### src/hdl/arpc_pkg.sv
package arpc_pkg;

    // Default table depth
    localparam int TABLE_ENTRIES_DEF = 16;

    // Configuration port
    localparam int CFG_DATA_W  = 48;
    localparam int CFG_INDEX_W = 1;
    localparam logic [CFG_INDEX_W-1:0] CFG_OWN_IP  = 1'b0;
    localparam logic [CFG_INDEX_W-1:0] CFG_OWN_MAC = 1'b1;

    // Input operation codes
    localparam logic OP_RESOLVE = 1'b0;
    localparam logic OP_PACKET  = 1'b1;

    // Received ARP operation that asks for a reply
    localparam logic [15:0] ARP_OPC_REQUEST = 16'd1;

    // Frame kinds on the result
    localparam logic [1:0] SEND_NONE    = 2'd0;
    localparam logic [1:0] SEND_REQUEST = 2'd1;
    localparam logic [1:0] SEND_REPLY   = 2'd2;

    // ARP opcodes of emitted frames
    localparam logic [1:0] ARP_OP_NONE    = 2'd0;
    localparam logic [1:0] ARP_OP_REQUEST = 2'd1;
    localparam logic [1:0] ARP_OP_REPLY   = 2'd2;

    // Ethernet broadcast address
    localparam logic [47:0] BCAST_MAC = {6{8'hff}};

    typedef struct packed {
        logic        op;
        logic [31:0] query_ip;
        logic [31:0] sender_ip;
        logic [47:0] sender_mac;
        logic [15:0] arp_opcode;
    } in_item_t;

    typedef struct packed {
        logic        hit;
        logic [47:0] found_mac;
        logic [1:0]  send_kind;
        logic [47:0] frame_dest_mac;
        logic [1:0]  arp_op_out;
        logic [47:0] target_mac_out;
        logic [31:0] target_ip_out;
    } out_item_t;

    // One cache entry as stored in the table memory
    typedef struct packed {
        logic [31:0] ip;
        logic [47:0] mac;
    } entry_t;

endpackage

### src/hdl/arpc_table.sv
module arpc_table #(
    parameter int ENTRIES = arpc_pkg::TABLE_ENTRIES_DEF,
    localparam int IDX_W = $clog2(ENTRIES)
) (
    input  logic                 clk,
    input  logic                 rst_n,
    input  logic                 rd_en,
    input  logic [IDX_W-1:0]     rd_addr,
    output arpc_pkg::entry_t     rd_data,
    output logic                 rd_valid,
    input  logic                 wr_en,
    input  logic [IDX_W-1:0]     wr_addr,
    input  arpc_pkg::entry_t     wr_data
);

    arpc_pkg::entry_t mem [ENTRIES];
    arpc_pkg::entry_t rd_data_reg;
    logic [ENTRIES-1:0] valid_reg;
    logic               rd_valid_reg;

    // Entry memory: one write port, one registered read port
    always_ff @(posedge clk)
    begin
        if (wr_en)
        begin
            mem[wr_addr] <= wr_data;
        end
        if (rd_en)
        begin
            rd_data_reg <= mem[rd_addr];
        end
    end

    // Valid bits: cleared at reset, set on every write, sampled with the read
    always_ff @(posedge clk or negedge rst_n)
    begin
        if (!rst_n)
        begin
            valid_reg    <= '0;
            rd_valid_reg <= 1'b0;
        end
        else
        begin
            if (wr_en)
            begin
                valid_reg[wr_addr] <= 1'b1;
            end
            if (rd_en)
            begin
                rd_valid_reg <= valid_reg[rd_addr];
            end
        end
    end

    assign rd_data  = rd_data_reg;
    assign rd_valid = rd_valid_reg;

endmodule

### src/hdl/arpc_ctrl.sv
module arpc_ctrl #(
    parameter int ENTRIES = arpc_pkg::TABLE_ENTRIES_DEF,
    localparam int IDX_W = $clog2(ENTRIES),
    localparam int CNT_W = $clog2(ENTRIES + 1)
) (
    input  logic                 clk,
    input  logic                 rst_n,
    input  logic                 start,
    input  arpc_pkg::in_item_t   in_item,
    output logic                 busy,
    output logic                 done,
    output arpc_pkg::out_item_t  result,
    output logic                 rd_en,
    output logic [IDX_W-1:0]     rd_addr,
    input  arpc_pkg::entry_t     rd_data,
    input  logic                 rd_valid,
    output logic                 wr_en,
    output logic [IDX_W-1:0]     wr_addr,
    output arpc_pkg::entry_t     wr_data
);

    typedef enum logic [2:0] {
        ST_IDLE   = 3'b001,
        ST_SCAN   = 3'b010,
        ST_FINISH = 3'b100
    } state_t;

    state_t              state_reg, state_next;
    arpc_pkg::in_item_t  item_reg, item_next;
    logic [CNT_W-1:0]    rd_cnt_reg, rd_cnt_next;
    logic                cmp_vld_reg, cmp_vld_next;
    logic [IDX_W-1:0]    cmp_idx_reg, cmp_idx_next;
    logic                match_reg, match_next;
    logic [IDX_W-1:0]    match_idx_reg, match_idx_next;
    logic [47:0]         match_mac_reg, match_mac_next;
    logic                free_found_reg, free_found_next;
    logic [IDX_W-1:0]    free_idx_reg, free_idx_next;
    logic [IDX_W-1:0]    victim_reg, victim_next;
    logic                done_reg, done_next;
    arpc_pkg::out_item_t result_reg, result_next;
    logic [31:0]         key_ip;

    // Resolve searches for the queried IP, a packet for the sender IP
    assign key_ip = (item_reg.op == arpc_pkg::OP_RESOLVE) ? item_reg.query_ip
                                                          : item_reg.sender_ip;

    always_comb
    begin
        state_next      = state_reg;
        item_next       = item_reg;
        rd_cnt_next     = rd_cnt_reg;
        cmp_vld_next    = 1'b0;
        cmp_idx_next    = cmp_idx_reg;
        match_next      = match_reg;
        match_idx_next  = match_idx_reg;
        match_mac_next  = match_mac_reg;
        free_found_next = free_found_reg;
        free_idx_next   = free_idx_reg;
        victim_next     = victim_reg;
        done_next       = 1'b0;
        result_next     = result_reg;
        rd_en           = 1'b0;
        rd_addr         = rd_cnt_reg[IDX_W-1:0];
        wr_en           = 1'b0;
        wr_addr         = victim_reg;
        wr_data.ip      = item_reg.sender_ip;
        wr_data.mac     = item_reg.sender_mac;

        case (state_reg)
            ST_IDLE:
            begin
                // Take a new transaction and restart the scan
                if (start)
                begin
                    item_next       = in_item;
                    rd_cnt_next     = '0;
                    match_next      = 1'b0;
                    free_found_next = 1'b0;
                    state_next      = ST_SCAN;
                end
            end
            ST_SCAN:
            begin
                // Issue one table read per cycle
                if (rd_cnt_reg < CNT_W'(ENTRIES))
                begin
                    rd_en       = 1'b1;
                    rd_cnt_next = rd_cnt_reg + CNT_W'(1);
                end
                cmp_vld_next = rd_en;
                cmp_idx_next = rd_cnt_reg[IDX_W-1:0];

                // Compare the entry read in the previous cycle
                if (cmp_vld_reg)
                begin
                    if (rd_valid && (rd_data.ip == key_ip))
                    begin
                        match_next     = 1'b1;
                        match_idx_next = cmp_idx_reg;
                        match_mac_next = rd_data.mac;
                        state_next     = ST_FINISH;
                    end
                    else
                    begin
                        // Remember the lowest free slot
                        if (!rd_valid && !free_found_reg)
                        begin
                            free_found_next = 1'b1;
                            free_idx_next   = cmp_idx_reg;
                        end
                        if (cmp_idx_reg == IDX_W'(ENTRIES - 1))
                        begin
                            state_next = ST_FINISH;
                        end
                    end
                end
            end
            ST_FINISH:
            begin
                state_next  = ST_IDLE;
                done_next   = 1'b1;
                result_next = '0;
                if (item_reg.op == arpc_pkg::OP_RESOLVE)
                begin
                    // Hit returns the MAC, miss broadcasts a request
                    if (match_reg)
                    begin
                        result_next.hit       = 1'b1;
                        result_next.found_mac = match_mac_reg;
                    end
                    else
                    begin
                        result_next.send_kind      = arpc_pkg::SEND_REQUEST;
                        result_next.frame_dest_mac = arpc_pkg::BCAST_MAC;
                        result_next.arp_op_out     = arpc_pkg::ARP_OP_REQUEST;
                        result_next.target_ip_out  = item_reg.query_ip;
                    end
                end
                else
                begin
                    // Learn the sender: matching entry, free slot, else victim
                    wr_en = 1'b1;
                    if (match_reg)
                    begin
                        wr_addr = match_idx_reg;
                    end
                    else if (free_found_reg)
                    begin
                        wr_addr = free_idx_reg;
                    end
                    else
                    begin
                        wr_addr     = victim_reg;
                        victim_next = (victim_reg == IDX_W'(ENTRIES - 1)) ? '0
                                    : victim_reg + IDX_W'(1);
                    end
                    // Answer a received request
                    if (item_reg.arp_opcode == arpc_pkg::ARP_OPC_REQUEST)
                    begin
                        result_next.send_kind      = arpc_pkg::SEND_REPLY;
                        result_next.frame_dest_mac = item_reg.sender_mac;
                        result_next.arp_op_out     = arpc_pkg::ARP_OP_REPLY;
                        result_next.target_mac_out = item_reg.sender_mac;
                        result_next.target_ip_out  = item_reg.sender_ip;
                    end
                end
            end
            default:
            begin
                state_next = ST_IDLE;
            end
        endcase
    end

    // Control state
    always_ff @(posedge clk or negedge rst_n)
    begin
        if (!rst_n)
        begin
            state_reg      <= ST_IDLE;
            rd_cnt_reg     <= '0;
            cmp_vld_reg    <= 1'b0;
            match_reg      <= 1'b0;
            free_found_reg <= 1'b0;
            victim_reg     <= '0;
            done_reg       <= 1'b0;
        end
        else
        begin
            state_reg      <= state_next;
            rd_cnt_reg     <= rd_cnt_next;
            cmp_vld_reg    <= cmp_vld_next;
            match_reg      <= match_next;
            free_found_reg <= free_found_next;
            victim_reg     <= victim_next;
            done_reg       <= done_next;
        end
    end

    // Payload
    always_ff @(posedge clk)
    begin
        item_reg      <= item_next;
        cmp_idx_reg   <= cmp_idx_next;
        match_idx_reg <= match_idx_next;
        match_mac_reg <= match_mac_next;
        free_idx_reg  <= free_idx_next;
        result_reg    <= result_next;
    end

    assign busy   = (state_reg != ST_IDLE);
    assign done   = done_reg;
    assign result = result_reg;

endmodule

### src/hdl/arp_cache_resolver.sv
// ARP cache with request and reply generation.
// Input: present an item on in_item with start high; it is taken at a clock
// edge where start is high and busy is low. op selects a resolve of query_ip
// or a received ARP packet that learns sender_ip/sender_mac.
// Output: every transaction gives one result on result, marked by done for
// exactly one cycle. The receiver cannot stall, so it must take it then.
// Scan: the table is scanned one entry per cycle out of a memory with a
// registered read. A hit ends the scan at the matching entry; a miss or any
// learn without a match scans every entry. The next start is taken in the
// cycle done is high, so a new transaction is taken only once the last one
// has given its result.
// Configuration: cfg_wr_en writes cfg_data to register cfg_index (0 own IP,
// 1 own MAC). Write only while the block is idle; the block leaves it unchecked.
// Reset: all entries become invalid and the replacement pointer returns to
// entry 0; no result is pending after reset.
module arp_cache_resolver #(
    parameter int TABLE_ENTRIES = arpc_pkg::TABLE_ENTRIES_DEF
) (
    input  logic                                clk,
    input  logic                                rst_n,
    input  logic                                start,
    input  arpc_pkg::in_item_t                  in_item,
    output logic                                busy,
    output logic                                done,
    output arpc_pkg::out_item_t                 result,
    input  logic                                cfg_wr_en,
    input  logic [arpc_pkg::CFG_INDEX_W-1:0]    cfg_index,
    input  logic [arpc_pkg::CFG_DATA_W-1:0]     cfg_data
);

    localparam int IDX_W = $clog2(TABLE_ENTRIES);

    logic [31:0]       own_ip_reg;
    logic [47:0]       own_mac_reg;
    logic              rd_en;
    logic [IDX_W-1:0]  rd_addr;
    arpc_pkg::entry_t  rd_data;
    logic              rd_valid;
    logic              wr_en;
    logic [IDX_W-1:0]  wr_addr;
    arpc_pkg::entry_t  wr_data;

    // Station addresses, written by the configuration port
    always_ff @(posedge clk or negedge rst_n)
    begin
        if (!rst_n)
        begin
            own_ip_reg  <= '0;
            own_mac_reg <= '0;
        end
        else if (cfg_wr_en)
        begin
            case (cfg_index)
                arpc_pkg::CFG_OWN_IP:  own_ip_reg  <= cfg_data[31:0];
                arpc_pkg::CFG_OWN_MAC: own_mac_reg <= cfg_data[47:0];
                default:
                begin
                    own_ip_reg <= own_ip_reg;
                end
            endcase
        end
    end

    arpc_ctrl #(
        .ENTRIES (TABLE_ENTRIES)
    ) u_ctrl (
        .clk      (clk),
        .rst_n    (rst_n),
        .start    (start),
        .in_item  (in_item),
        .busy     (busy),
        .done     (done),
        .result   (result),
        .rd_en    (rd_en),
        .rd_addr  (rd_addr),
        .rd_data  (rd_data),
        .rd_valid (rd_valid),
        .wr_en    (wr_en),
        .wr_addr  (wr_addr),
        .wr_data  (wr_data)
    );

    arpc_table #(
        .ENTRIES (TABLE_ENTRIES)
    ) u_table (
        .clk      (clk),
        .rst_n    (rst_n),
        .rd_en    (rd_en),
        .rd_addr  (rd_addr),
        .rd_data  (rd_data),
        .rd_valid (rd_valid),
        .wr_en    (wr_en),
        .wr_addr  (wr_addr),
        .wr_data  (wr_data)
    );

endmodule

### config.mk
export PLATFORM = sky130hd
export DESIGN_NAME = arp_cache_resolver
export DESIGN_NICKNAME = d
export VERILOG_FILES = /design/src/hdl/arpc_pkg.sv /design/src/hdl/arpc_table.sv /design/src/hdl/arpc_ctrl.sv /design/src/hdl/arp_cache_resolver.sv
export SDC_FILE = /design/constraint.sdc
export NUM_CORES = 1
export LEC_CHECK = 0
export BUFFER_PORTS_ARGS = -buffer_cell sky130_fd_sc_hd__buf_2
export CAP_MARGIN = 20
export CELL_PAD_IN_SITES_DETAIL_PLACEMENT = 1
export CELL_PAD_IN_SITES_GLOBAL_PLACEMENT = 1
export CORE_AREA = 2 2 412 414
export DETAILED_ROUTE_END_ITERATION = 8
export DIE_AREA = 0 0 414 416
export PLACE_DENSITY = 0.69
export SLEW_MARGIN = 15
export SYNTH_ARGS = -nofsm -noshare
export SYNTH_HDL_FRONTEND = slang
export SYNTH_SLANG_ARGS = --single-unit
export TNS_END_PERCENT = 20
### constraint.sdc
create_clock -name clk -period 15 [get_ports clk]
set_input_delay 1.5 -clock clk [delete_from_list [all_inputs] [get_ports clk]]
set_output_delay 1.5 -clock clk [all_outputs]
set_load 0.1 [all_outputs]
==> results_dict.tcl, run 1 <==
set metrics [dict create \
    outcome "finished clean" \
    vdd_drop_max_uv 115 \
    timing.rr.start "u_ctrl.rd_cnt_reg[1]" \
    post-dp-hpwl_um 81700 \
    area_growth_pct 15.9 \
    slowest_stage "buf_4" \
    synth.most_common_cell "edfxtp_1" \
    crit_arrival_ps 5460 \
    cp_top_family "buffers and inverters" \
    h-tree-depth 4 \
    postRouteAntennaNets 0 \
    insertion_delay_ps 830 \
    path_max_fanout 155 \
    grt_overflow 0 \
    path_cells "buf_12 -> buf_4 -> buf_4 -> mux4_2 -> mux4_2" \
    synth_area_leader_cell "edfxtp_1" \
    rrSetupSlack_ps 10080 \
    cts_resized 0 \
    dpl-instance-area_um2 69500 \
    cp-end-kind "flip-flop" \
    synth_common_cells "edfxtp_1, mux4_2, clkbuf_1, or2_2" \
    clockBufferDepth 3 \
    dpl_worst_slack_ps 9950 \
    reg2reg_depth 5 \
    vias 29700 \
    die_y_um 416 \
    dr.pass1.iters 7 \
    whs_path_depth 0 \
    synth-edff-count 1728 \
    initial_core_util_pct 38.7 \
    fp.dieW_um 414 \
    drive_above_1_share_pct 34.7 \
    crit_start "u_ctrl.rd_cnt_reg[1]" \
    place_inst 5132 \
    grt_max_degree 156 \
    cp.required_ps 15540 \
    tns_ps 0 \
    syn_inst 2678 \
    start_kind "flip-flop" \
    finalHoldViolCount 0 \
    core_um2 168000 \
    setup_slack_ps 10080 \
    hold_class "reg2reg" \
    yosys.area.top_type_share_pct 79.7 \
    syn-num-nets 2862 \
    synth.avg_cell_area_um2 24.3 \
    grt_pass1_wl_um 226000 \
    crit_type "reg2reg" \
    largest_reg_flops 1280 \
    synth_seq_cells 1761 \
    hold_buffers 0 \
    die-area_um2 172000 \
    grt_pass1_vias 31900 \
    yosys_warnings 0 \
    tightestPinTransition_ps 1080 \
    timing.rr.end "u_table.rd_data[63]" \
    cts_setup_buffers 0 \
    p_per_area_nw_per_um2 162 \
    cts_num_sinks 1761 \
    syn_area_um2 65100 \
    antenna_found_initial 7 \
    seqCellArea_um2 52700 \
    io_pins 365 \
    max_cap_violations 0 \
    cts_tree "done" \
    multi_input_area_um2 11900 \
    slew_viol_final 0 \
    worst_clock_skew_ps 37.1 \
    min-delay-start "u_table.rd_data[7]" \
    drt-total-wl_um 157000 \
    vias_per_cell 5.43 \
    synth_cell_types 47 \
    portBuffers 314 \
    post-route-cell-area_um2 75400 \
    avgRoutedWirePerCell_um 28.7 \
    fillers 15400 \
    drtIter0Drc 3051 \
    synthArstFlopShare_pct 1.87 \
    slew_headroom_pct 27.7 \
    cpPeakStageDelay_ps 940 \
    clockRootBuffer "clkbuf_16" \
    grt_usage_pct 18.2 \
    holdPathEnd "u_ctrl.match_mac_reg[7]" \
    power_mw 12.2 \
    drc 0 \
    fmax_ghz 0.203 \
    final_cells 5465 \
    ys_seq_area_share_pct 81.0 \
    period_share_pct 32.8 \
    cts_made_buffers 180 \
    clk_pin_slew_ps 60 \
    path_buf_inv 3 \
    period_needed_ps 4920 \
    rsz0062_at_grt "no" \
    placementRows 151 \
    gp_congestion 0.726 \
    synth_area_leaders "edfxtp_1, mux4_2, dfrtp_1" \
    yosys_most_used_dff "edfxtp_1" \
    layout.nets 3281 \
    p_leak_nw 23.7 \
    setup_viol 0 \
]
==> cells in the final DEF, fill, tap and decap left out, drive strengths merged, types with 4 or more instances in the layout <==
cell type,instances
clkinv,86
a32o,32
or2,51
nand3,6
o21bai,16
nand2,10
nand4,5
bufinv,18
edfxtp,1728
mux4,405
diode,4
nor2,30
and3,49
and2,49
mux2,4
dfrtp,32
mux2i,32
inv,10
clkbuf,212
clkinvlp,4
nor4,12
nand2b,6
a21oi,6
buf,374
xnor2,32
==> area by class of cell <==
type                            count  area share [%]
Antenna cell                        4          0.0133
Clock buffer                      212            6.23
Clock inverter                    116            1.57
Inverter                            2         0.00995
Multi-Input combinational cell    778            15.8
Sequential cell                  1761            69.9
Tap cell                         2218            3.68
Timing Repair Buffer              374            2.76
==> layer usage <==
| layer | wire, um | track usage [%] | vias to the layer above |
|---|---|---|---|
| li1 | - | - | 12200 |
| met1 | 63400 | 23.9 | 16100 |
| met2 | 78200 | 30.1 | 1100 |
| met3 | 10400 | 3.81 | 263 |
| met4 | 4830 | 6.39 | 6 |
| met5 | 28 | 0 | - |
==> metrics by stage <==
step                utilization (%)  hold WS [ps]
global placement               41.3           403
detailed placement             41.3           406
floorplan                         -           400
global route                   44.8           400
finish                         44.9           398
CTS                            44.8           392
==> worst reg2reg max path, cell delays in order (launching register included) <==
cell and delay, ps:
dfrtp_4 930, buf_12 730, buf_4 1060, buf_4 970
mux4_2 470, mux4_2 480
==> cells by family after synthesis <==
kind of cell | share of synthesized area, %
multiplexers | 14.6
adder cells (fa/ha/maj) | 0.0384
XOR/XNOR | 0.471
AND/OR/NAND/NOR | 2.14
buffers and inverters | 0.892
flip-flops | 81.0
AO/OA/AOI/OAI | 0.869
==> worst max path at each step <==
stage                     endpoint  slack [ps]  depth (start not counted)
6_report       u_table.rd_data[63]       10080                          5
5_1_grt        u_table.rd_data[66]        9850                          5
4_1_cts         u_table.mem[4][39]        9930                          7
3_5_place_dp    u_table.mem[4][25]        9950                          7
3_3_place_gp   u_table.rd_data[49]       10060                          5
2_1_floorplan    u_table.mem[3][0]        1530                          7
==> power breakdown <==
group / switching [mW] / internal [mW] / total (mW)
Sequential: 0.305 / 5.77 / 6.07
Combinational: 0.790 / 0.857 / 1.65
Clock: 1.91 / 2.56 / 4.47
Total: 3.00 / 9.18 / 12.2
Power figures use the tool's default switching activity.
==> inputs of run 2 (changes only) <==
--- a/config.mk
+++ b/config.mk
@@ -5,14 +5,15 @@
 export SDC_FILE = /design/constraint.sdc
 export NUM_CORES = 1
 export LEC_CHECK = 0
+export ABC_AREA = 1
 export BUFFER_PORTS_ARGS = -buffer_cell sky130_fd_sc_hd__buf_2
 export CAP_MARGIN = 20
 export CELL_PAD_IN_SITES_DETAIL_PLACEMENT = 1
 export CELL_PAD_IN_SITES_GLOBAL_PLACEMENT = 1
-export CORE_AREA = 2 2 412 414
+export CORE_AREA = 2 2 417 419
 export DETAILED_ROUTE_END_ITERATION = 8
-export DIE_AREA = 0 0 414 416
-export PLACE_DENSITY = 0.69
+export DIE_AREA = 0 0 419 421
+export PLACE_DENSITY = 0.75
 export SLEW_MARGIN = 15
 export SYNTH_ARGS = -nofsm -noshare
 export SYNTH_HDL_FRONTEND = slang
==> constraint.sdc (replaced) <==
create_clock -name clk -period 4.4 [get_ports clk]
set_input_delay 0.44 -clock clk [delete_from_list [all_inputs] [get_ports clk]]
set_output_delay 0.44 -clock clk [all_outputs]
set_load 0.1 [all_outputs]
==> run 2 against run 1 <==
Compared with the run above:
- non-clock buffer count grew 153
- first-iteration DRC count up 39%
- clock skew is 12 ps higher
- critical path type unchanged
- critical endpoint is now u_table.mem[12][27]
- highest routed layer is now met4
==> results_dict.tcl, run 2 <==
set metrics [dict create \
    yosys.area.top_type_share_pct 77.7 \
    io_pins 365 \
    fillers 17300 \
    gp_congestion 0.840 \
    dpl_worst_slack_ps 982 \
    outcome "finished clean" \
    seqCellArea_um2 52700 \
    max_cap_violations 0 \
    p_per_area_nw_per_um2 594 \
    initial_core_util_pct 38.7 \
    yosys_warnings 0 \
    synth.most_common_cell "edfxtp_1" \
    wl_met1_um 79200 \
    portBuffers 314 \
    syn-num-nets 4924 \
    period_share_pct 80.1 \
    drt-total-wl_um 194000 \
    placementRows 153 \
    yosys_most_used_dff "edfxtp_1" \
    worst_clock_skew_ps 48.9 \
    cts_tree "done" \
    synth_cell_types 44 \
    postRouteAntennaNets 0 \
    insertion_delay_ps 840 \
    synth_area_leaders "edfxtp_1, o21ai_0, nor2_1" \
    grt_pass1_wl_um 287000 \
    final_cell_mix "edfxtp_1, nor2_1, o21ai_0, nand2_1, buf_2" \
    crit_type "reg2reg" \
    antenna_found_initial 1 \
    synth_seq_cells 1761 \
    path_max_fanout 33 \
    p_leak_nw 26.3 \
    timing.rr.start "u_ctrl.item_reg[128]" \
    syn_inst 4740 \
    die-area_um2 176000 \
    grt_usage_pct 21.7 \
    layout.nets 5343 \
    setup_slack_ps 877 \
    cts_made_buffers 183 \
    cp.required_ps 4880 \
    synth-edff-count 1728 \
    finalHoldViolCount 0 \
    multi_input_area_um2 12300 \
    core_um2 172000 \
    die_y_um 421 \
    hold_class "in2async" \
    crit_start "u_ctrl.item_reg[128]" \
    wl_met2_um 96900 \
    wl_met3_um 12600 \
    timing.rr.end "u_table.mem[12][27]" \
    dr.pass1.iters 6 \
    synthArstFlopShare_pct 1.87 \
    reg2reg_depth 8 \
    rsz0062_at_grt "no" \
    area_growth_pct 17.2 \
    fp.dieW_um 419 \
    grt_pass1_vias 44900 \
    final_cells 7635 \
    grt_overflow 0 \
    drc 0 \
    avgRoutedWirePerCell_um 25.5 \
    fmax_ghz 0.284 \
    drive_above_1_share_pct 13.5 \
    vdd_drop_max_uv 454 \
    ys_seq_area_share_pct 79.0 \
    cts_num_sinks 1761 \
    start_kind "flip-flop" \
    rrSetupSlack_ps 880 \
    synth.avg_cell_area_um2 14.1 \
    synth_area_leader_cell "edfxtp_1" \
    setup_viol 0 \
    clockRootBuffer "clkbuf_16" \
    largest_reg_flops 1280 \
    clk_pin_slew_ps 60 \
    endpoint "u_table.mem[12][27]" \
    grt_max_degree 229 \
    antenna_cells 0 \
    tns_ps 0 \
    crit_arrival_ps 4000 \
    vias 42300 \
    post-dp-hpwl_um 104000 \
    synth_common_cells "edfxtp_1, nor2_1, o21ai_0, nand2_1, clkbuf_1" \
    highest_layer "met4" \
    h-tree-depth 4 \
    cp-end-kind "flip-flop" \
    period_needed_ps 3520 \
    vias_per_cell 5.54 \
    final_common_cell "edfxtp_1" \
    drtIter0Drc 4250 \
    syn_area_um2 66800 \
    tightestPinTransition_ps 1120 \
    slew_headroom_pct 25.0 \
    place_inst 7167 \
    clockBufferDepth 3 \
    slew_viol_final 0 \
]
[run 2: critical path, stage by stage, from the launching register on]
cell and delay [ps]:
edfxtp_1 1000, inv_8 260, nor2_4 270, inv_2 80, nor2_4 120, o21a_2 170, nand2_1 230, nor2_4 570
buf_4 440
[run 2: repair_timing]
item,4_1_cts,5_1_grt
hold endpoints to repair,162,0
setup endpoints to repair,0,0
hold buffers,131,0
buffers inserted,0,0
gates resized for setup,0,0
[run 2: cells by family after synthesis]
logic type	Yosys count	synth area share, %
adders and majority gates	2	0.0375
xor gates and xnor gates	1	0.0131
and+or+nand+nor	1400	8.43
DFF	1761	79.0
AOI/OAI and AO/OA	1123	9.68
buffers and inverters	453	2.88
[run 2: per-layer routing]
layer	vias to the layer above	global-route usage, %
li1	18400	-
met1	21900	28.1
met2	1609	36.7
met3	333	3.69
met4	0	7.31
met5	-	0
[run 2: layout make-up]
| type | instances | share of cell area, % |
|---|---|---|
| repair buffers | 527 | 4.98 |
| multi-input cells | 2526 | 15.7 |
| clock buffers | 215 | 6.10 |
| clock inverters | 121 | 1.32 |
| well taps | 2325 | 3.72 |
| inverters | 160 | 0.830 |
| flip-flops and latches | 1761 | 67.4 |
[run 2: per-stage QoR]
| step | total power, mW | utilization, % | hold WS (ps) | instance area [um2] |
|---|---|---|---|---|
| detailed placement | 31.5 | 41.2 | 406 | 71100 |
| CTS | 46.7 | 45.4 | 259 | 78200 |
| floorplan | 27.7 | - | 144 | 66800 |
| finish | 46.4 | 45.4 | 284 | 78300 |
| global route | 48.3 | 45.4 | 274 | 78300 |
| global placement | 30.9 | 41.2 | 404 | 71100 |
[run 2: how the worst min path moves through the flow]
stage,start,endpoint,slack (ps),cells after the start
finish,rst_n,u_ctrl.match_reg,280,2
detailed placement,u_table.rd_data[7],u_ctrl.match_mac_reg[7],410,0
floorplan,rst_n,u_ctrl.cmp_vld_reg,140,0
global route,in_item[50],u_ctrl.wr_data[34],270,2
CTS,in_item[47],u_ctrl.wr_data[31],260,2
global placement,u_table.rd_data[14],u_ctrl.match_mac_reg[14],400,0
[run 2: power breakdown]
group / internal, mW / total (mW) / switching, mW
sequential: 20.2 / 21.6 / 1.41
combinational: 2.53 / 9.79 / 7.26
clock: 8.40 / 15.0 / 6.65
